File: src/rtl/sorted_set_table_defines.svh
// assertion macros for the sorted set table
// they expect clk and rst_n to be visible where they are used
`ifndef SORTED_SET_TABLE_DEFINES_SVH
`define SORTED_SET_TABLE_DEFINES_SVH

`ifndef NO_ASSERTIONS
`define SST_ASSERT_IMP(lbl, ante, cons) \
    lbl: assert property (@(posedge clk) disable iff (!rst_n) (ante) |-> (cons)) \
        else $error("sorted_set_table assertion failed");
`define SST_ASSERT_NEXT(lbl, ante, cons) \
    lbl: assert property (@(posedge clk) disable iff (!rst_n) (ante) |=> (cons)) \
        else $error("sorted_set_table assertion failed");
`else
`define SST_ASSERT_IMP(lbl, ante, cons)
`define SST_ASSERT_NEXT(lbl, ante, cons)
`endif

`endif

File: src/rtl/sst_pkg.sv
package sst_pkg;

    localparam int VAL_W = 32;
    localparam int POS_W = 5;
    localparam int DEFAULT_CAPACITY = 16;

    localparam logic [1:0] OP_INSERT = 2'd0;
    localparam logic [1:0] OP_REMOVE = 2'd1;
    localparam logic [1:0] OP_READ   = 2'd2;
    localparam logic [1:0] OP_FIND   = 2'd3;

    localparam logic [1:0] ST_OK     = 2'd0;
    localparam logic [1:0] ST_DUP    = 2'd1;
    localparam logic [1:0] ST_FULL   = 2'd2;
    localparam logic [1:0] ST_BADPOS = 2'd3;

    typedef struct packed {
        logic [1:0]              operation;
        logic signed [VAL_W-1:0] value;
        logic [POS_W-1:0]        position;
    } cmd_t;

    typedef struct packed {
        logic [1:0]              status;
        logic signed [VAL_W-1:0] value_out;
        logic [POS_W-1:0]        found_position;
        logic [POS_W-1:0]        entry_count;
    } rsp_t;

    // per-cell load select, at most one bit set
    typedef struct packed {
        logic load_left;
        logic load_key;
        logic load_right;
    } cell_ctrl_t;

    // per-cell compare result against the key
    typedef struct packed {
        logic ge;
        logic eq;
    } cell_flags_t;

endpackage

File: src/rtl/sst_cell.sv
module sst_cell
(
    input  logic                       clk,
    input  sst_pkg::cell_ctrl_t        ctrl,
    input  logic                       occupied,
    input  logic [sst_pkg::VAL_W-1:0]  key,
    input  logic [sst_pkg::VAL_W-1:0]  left_entry,
    input  logic [sst_pkg::VAL_W-1:0]  right_entry,
    output logic [sst_pkg::VAL_W-1:0]  entry,
    output sst_pkg::cell_flags_t       flags
);

    logic [sst_pkg::VAL_W-1:0] entry_reg;
    logic [sst_pkg::VAL_W-1:0] entry_next;

    assign entry = entry_reg;

    // an empty cell counts as greater than any key
    assign flags.ge = !occupied || ($signed(entry_reg) > $signed(key));
    assign flags.eq = occupied && (entry_reg == key);

    always_comb
    begin
        priority if (ctrl.load_left)
        begin
            entry_next = left_entry;
        end
        else if (ctrl.load_key)
        begin
            entry_next = key;
        end
        else if (ctrl.load_right)
        begin
            entry_next = right_entry;
        end
        else
        begin
            entry_next = entry_reg;
        end
    end

    always_ff @(posedge clk)
    begin
        entry_reg <= entry_next;
    end

endmodule

File: src/rtl/sorted_set_table.sv
// Sorted set table: holds up to CAPACITY distinct signed 32-bit values in
// ascending order in a row of cells. Every operation (insert, remove at
// position, read at position, find value) is a transfer on the cycle where
// start is high; all cells compare against the key in parallel and shift
// toward their neighbor in that same cycle, so one operation is taken every
// clock and its result appears with done in the cycle after the
// transfer. busy is never raised. The receiver cannot stall: results must be
// taken in the cycle that done is high. Reset empties the table at once.
`include "sorted_set_table_defines.svh"

module sorted_set_table
#(
    parameter int CAPACITY = sst_pkg::DEFAULT_CAPACITY
)
(
    input  logic          clk,
    input  logic          rst_n,
    input  logic          start,
    output logic          busy,
    input  sst_pkg::cmd_t cmd,
    output logic          done,
    output sst_pkg::rsp_t rsp
);

    localparam int CNT_W = $clog2(CAPACITY + 1);
    localparam int CMP_W = (CNT_W > sst_pkg::POS_W) ? CNT_W : sst_pkg::POS_W;

    logic [CNT_W-1:0]            count_reg;
    logic [CNT_W-1:0]            count_next;
    logic                        done_reg;
    sst_pkg::rsp_t               rsp_reg;
    sst_pkg::rsp_t               rsp_next;

    logic [sst_pkg::VAL_W-1:0]   entry_w [CAPACITY];
    sst_pkg::cell_flags_t        flags_w [CAPACITY];
    sst_pkg::cell_ctrl_t         ctrl_w  [CAPACITY];

    logic [CMP_W-1:0]            pos_ext;
    logic [CMP_W-1:0]            count_ext;
    logic                        pos_ok;
    logic                        dup;
    logic                        full;
    logic                        ins_go;
    logic                        rem_go;
    logic [sst_pkg::VAL_W-1:0]   rd_value;
    logic [sst_pkg::POS_W-1:0]   find_pos;

    assign busy      = 1'b0;
    assign pos_ext   = CMP_W'(cmd.position);
    assign count_ext = CMP_W'(count_reg);
    assign pos_ok    = (pos_ext != '0) && (pos_ext <= count_ext);
    assign full      = (count_reg == CNT_W'(CAPACITY));

    always_comb
    begin
        dup      = 1'b0;
        rd_value = '0;
        find_pos = '0;
        for (int i = 0; i < CAPACITY; i++)
        begin
            dup = dup | flags_w[i].eq;
            if (pos_ext == CMP_W'(i + 1))
            begin
                rd_value = rd_value | entry_w[i];
            end
            // values are distinct, so at most one cell matches
            if (flags_w[i].eq)
            begin
                find_pos = find_pos | sst_pkg::POS_W'(i + 1);
            end
        end
    end

    assign ins_go = start && (cmd.operation == sst_pkg::OP_INSERT) && !dup && !full;
    assign rem_go = start && (cmd.operation == sst_pkg::OP_REMOVE) && pos_ok;

    for (genvar g = 0; g < CAPACITY; g++)
    begin : g_cell
        logic                      occ;
        logic                      at_or_after;
        logic [sst_pkg::VAL_W-1:0] left_src;
        logic [sst_pkg::VAL_W-1:0] right_src;
        logic                      prev_ge;

        assign occ         = (CNT_W'(g) < count_reg);
        assign at_or_after = (CMP_W'(g + 1) >= pos_ext);

        if (g == 0)
        begin : g_first
            assign left_src = entry_w[g];
            assign prev_ge  = 1'b0;
        end
        else
        begin : g_inner
            assign left_src = entry_w[g-1];
            assign prev_ge  = flags_w[g-1].ge;
        end

        if (g == CAPACITY - 1)
        begin : g_last
            assign right_src = entry_w[g];
        end
        else
        begin : g_mid
            assign right_src = entry_w[g+1];
        end

        // insert point is the first cell whose entry is above the key
        assign ctrl_w[g].load_left  = ins_go && flags_w[g].ge && prev_ge;
        assign ctrl_w[g].load_key   = ins_go && flags_w[g].ge && !prev_ge;
        assign ctrl_w[g].load_right = rem_go && at_or_after;

        sst_cell u_cell
        (
            .clk         (clk),
            .ctrl        (ctrl_w[g]),
            .occupied    (occ),
            .key         (cmd.value),
            .left_entry  (left_src),
            .right_entry (right_src),
            .entry       (entry_w[g]),
            .flags       (flags_w[g])
        );
    end

    always_comb
    begin
        count_next = count_reg;
        if (ins_go)
        begin
            count_next = count_reg + CNT_W'(1);
        end
        else if (rem_go)
        begin
            count_next = count_reg - CNT_W'(1);
        end
    end

    always_comb
    begin
        rsp_next.status         = sst_pkg::ST_OK;
        rsp_next.value_out      = '0;
        rsp_next.found_position = '0;
        rsp_next.entry_count    = sst_pkg::POS_W'(count_next);
        unique case (cmd.operation)
            sst_pkg::OP_INSERT:
            begin
                if (dup)
                begin
                    rsp_next.status = sst_pkg::ST_DUP;
                end
                else if (full)
                begin
                    rsp_next.status = sst_pkg::ST_FULL;
                end
            end
            sst_pkg::OP_REMOVE, sst_pkg::OP_READ:
            begin
                if (pos_ok)
                begin
                    rsp_next.value_out = rd_value;
                end
                else
                begin
                    rsp_next.status = sst_pkg::ST_BADPOS;
                end
            end
            sst_pkg::OP_FIND:
            begin
                rsp_next.found_position = find_pos;
            end
            default:
            begin
                rsp_next.status = sst_pkg::ST_OK;
            end
        endcase
    end

    always_ff @(posedge clk or negedge rst_n)
    begin
        if (!rst_n)
        begin
            count_reg <= '0;
            done_reg  <= 1'b0;
        end
        else
        begin
            count_reg <= count_next;
            done_reg  <= start;
        end
    end

    always_ff @(posedge clk)
    begin
        if (start)
        begin
            rsp_reg <= rsp_next;
        end
    end

    assign done = done_reg;
    assign rsp  = rsp_reg;

    `SST_ASSERT_NEXT(a_done_follows_transfer, start && !busy, done)
    `SST_ASSERT_NEXT(a_count_holds_when_idle, !start, count_reg == $past(count_reg))
    `SST_ASSERT_IMP(a_count_bounded, 1'b1, count_reg <= CNT_W'(CAPACITY))
    `SST_ASSERT_IMP(a_full_status_means_full, done && (rsp.status == sst_pkg::ST_FULL), full)

endmodule

File: config.mk
export PLATFORM = sky130hd
export DESIGN_NAME = sorted_set_table
export DESIGN_NICKNAME = d
export VERILOG_FILES = /design/src/rtl/sst_pkg.sv /design/src/rtl/sst_cell.sv /design/src/rtl/sorted_set_table.sv
export VERILOG_INCLUDE_DIRS = /design/src /design/src/rtl
export SDC_FILE = /design/constraint.sdc
export NUM_CORES = 2
export LEC_CHECK = 0
export BUFFER_PORTS_ARGS = -buffer_cell sky130_fd_sc_hd__buf_4
export CAP_MARGIN = 20
export CORE_MARGIN = 10
export CORE_UTILIZATION = 50
export CTS_CLUSTER_SIZE = 25
export DETAILED_ROUTE_END_ITERATION = 10
export MAX_ROUTING_LAYER = met4
export PLACE_DENSITY_LB_ADDON = 0.1
export SLEW_MARGIN = 5
export SYNTH_ARGS = -nofsm -noshare
export SYNTH_HDL_FRONTEND = slang
export SYNTH_SLANG_ARGS = --single-unit
File: constraint.sdc
create_clock -name clk -period 8.95 [get_ports clk]
set_input_delay 1.3425 -clock clk [delete_from_list [all_inputs] [get_ports clk]]
set_output_delay 1.3425 -clock clk [all_outputs]
set_load 0.02 [all_outputs]
==> results.txt <==
status - completed
Clk pwr share - 28.9%
pin count of the biggest net entering global routing - 175
initial antenna violation count - 8
gp weighted congestion - 1.071
die area - 99,290 um^2
Worst-Margin Slew - 1.291 ns
Syn Area/Cell - 10.58 um^2
nets - 4,655
Num CTS Buffers - 69
Worst path slowest cell - nor4_1
max incr delay on CP - 1.06 ns
most frequent cells in the layout - 571 x a21oi_1, 556 x edfxtp_1, 524 x ha_1
proportion of synthesized area in mux cells - 15.79%
max reg flops - 512
largest cells by area after synthesis - edfxtp_1 38%, ha_1 15%, mux2i_1 9.8%
area leader, netlist - edfxtp_1
Max Fanout on Critical Path - 32
placed cells - 5,172
all-layer global routing usage - 46.28%
CP Launch Type - input pin
main combinational cell family by area after synthesis - compound AO/OA/AOI/OAI gates
unrepaired setup endpoints after global routing - no
global-route wire length before repair - 311.7 mm
vias in the first global route - 37,560
flops & latches, synth - 562
Final period util - 78.87%
Routed Antenna Nets - 0
worst hold margin - 0.4623 ns
TritonCTS clock tree - built
sequential power share - 36.8%
Post-CTS Resized - 0
worst min-delay path class - input pin to async pin
Cell Rows - 108
final setup fails - 0
WS Path Type - input pin to register
Worst EP required - 9.09 ns
Clock Skews - 0.04440 ns
xor/xnor cell area share of the yosys netlist - 0.1006%
Post-synth ARST share - 1.068%
post-synth top area share - 38.34%
post-synthesis adder-cell area fraction - 15.06%
Leak Pwr - 0.01904 uW
MaxCap Viol Count - 0
max frequency - 141.7 MHz
Syn. warnings - 0
Synth Flop Type - edfxtp_1
register area share after synthesis - 38.69%
Layout area overhead - 9.732%
compound-cell area share of the yosys netlist - 19.08%
post-CTS setup buffers - 0
Switching Fraction - 40.19%
core footprint - 86,620 um^2
internal power - 5804 uW
remaining routing DRC violations - 0
Syn Inst Count - 4,115
# H-tree levels - 3
Tot Pwr - 9704 uW
Clock transition at path regs - 0.05 ns
grt ovf - 0
Top Ports - 88
FF-to-FF setup slack - 2.74 ns
Root Buffer - clkbuf_16
Worst Path Arrival - 7.20 ns
combinational power share - 34.3%
mapped cell area - 43,550 um^2
Starting DRT DRC Count - 8,294
Synth Area in Simple Gates - 7.568%
share of cells above drive strength 1 - 13.81%
DRT Pass-1 Iters - 11
Worst Setup End Kind - register
final cell count without fillers - 5,303
Pwr per Cell Area - 203.1 nW/um^2
Post-synth EDFFs - 556
min cycle time layout - 7.059 ns
cts hold-fix bufs - 0
TNS Setup - 0 ns
Routed WL - 231.1 mm
Port Buffer Count - 86
Clk Latency, worst-skew pair - 0.69 ns
relative slew slack - 13.17%
clk sinks - 562
clock buffer depth - 3
post-synth cell types - 83
half-perimeter wire length after detailed placement - 150.9 mm
net switching power - 3901 uW
Starting Density - 50.27%
routed vias - 41,030
chip width - 315.1 um
syn nets - 4,681
Hold Fails Final Rpt - 0
WL/cell - 43.57 um
DR vias/cell - 7.737
commonest non-fill, non-tap cell in the layout - a21oi_1
reg2reg path depth - 9
final slew viol count - 0
VDD IR max - 0.1632 mV
crit path cell chain - buf_4 -> inv_1 -> ha_1 -> nand4_1 -> nor4_1 -> nand3_1 -> o2111ai_1 -> nor4_4 -> nand2_2 -> or2_2 -> nand2_4
die height - 315.1 um
## critical path: cells and delay by family
kind / cells / cell delay (ns)
AO/OA/AOI/OAI: 1 / 0.29
adder cells (fa/ha/maj): 1 / 0.30
buffers and inverters: 2 / 0.80
AND/OR/NAND/NOR: 7 / 4.35
## metal layers
metal	up-vias	global-route usage (%)	part of all wire [%]
li1	16260	-	-
met1	19790	61.20	38
met2	4036	60.45	38
met3	947	17.30	16
met4	0	24.00	6.6
met5	-	-	0
## area by class of cell
cell class | count | area, um^2
multi-input cells | 3167 | 25580
inverters | 115 | 431.7
well taps | 1155 | 1445
clock buffers | 94 | 1884
flip-flops and latches | 562 | 16850
repair buffers | 174 | 1331
diodes | 6 | 15.01
fillers | 7629 | 38830
clock inverters | 30 | 254.0
## Yosys cell counts (8+ instances only)
cell      instances
a21oi_1         572
edfxtp_1        556
ha_1            524
mux2i_1         427
o21ai_0         243
nand2_1         195
mux2_2          191
clkbuf_1        174
nand4_1         128
inv_1           114
a31oi_1         100
nand3_1          78
a21o_1           75
buf_2            74
a221oi_1         71
a22oi_1          65
nor2_1           52
and3_1           37
nor2b_1          36
nor3_1           33
a222oi_1         32
a22o_1           32
o211ai_1         31
mux2_4           30
o21a_1           20
a211oi_1         18
nor4_1           16
and2_1           12
and4_1           11
o21ai_1          11
o31ai_1          11
a21boi_0         10
buf_4            10
buf_1             8
## final timing paths
path,startpoint,to
min,rst_n,count_ext[1]
max reg2reg,count_ext[2],g_cell[6].u_cell.entry[16]
max in group asynchronous,rst_n,count_ext[0]
min in group clk,g_cell[2].u_cell.entry[11],g_cell[1].u_cell.entry[11]
min reg2reg,g_cell[2].u_cell.entry[11],g_cell[1].u_cell.entry[11]
max,cmd[27],g_cell[10].u_cell.entry[16]
## power groups by stage
| stage | Combinational [uW] | Clock (uW) | Sequential, uW |
|---|---|---|---|
| floorplan | 1840 | 0 | 3430 |
| global placement | 3080 | 0 | 3590 |
| detailed placement | 3100 | 0 | 3590 |
| CTS | 3110 | 2790 | 3540 |
| global route | 3360 | 2890 | 3570 |
| finish | 3330 | 2810 | 3570 |
## logic make-up (layout without fill, tap and decap cells)
logic type	Yosys count	count (layout)
buffers and inverters	386	413
XOR/XNOR	5	5
flip-flops	562	562
other	1	7
multiplexers	648	648
AO/OA/AOI/OAI	1355	1355
AND/OR/NAND/NOR	634	634
adder cells (fa/ha/maj)	524	524
## per-stage QoR
step                instance area [um^2]  util [%]  setup slack (ns)
global placement                   45590     52.63             1.878
CTS                                47740     55.12             2.470
detailed placement                 45600     52.65             1.799
finish                             47780     55.17             1.891
global route                       47780     55.16             2.178
floorplan                          43550         -             3.113
(Power assumes the default switching activity.)
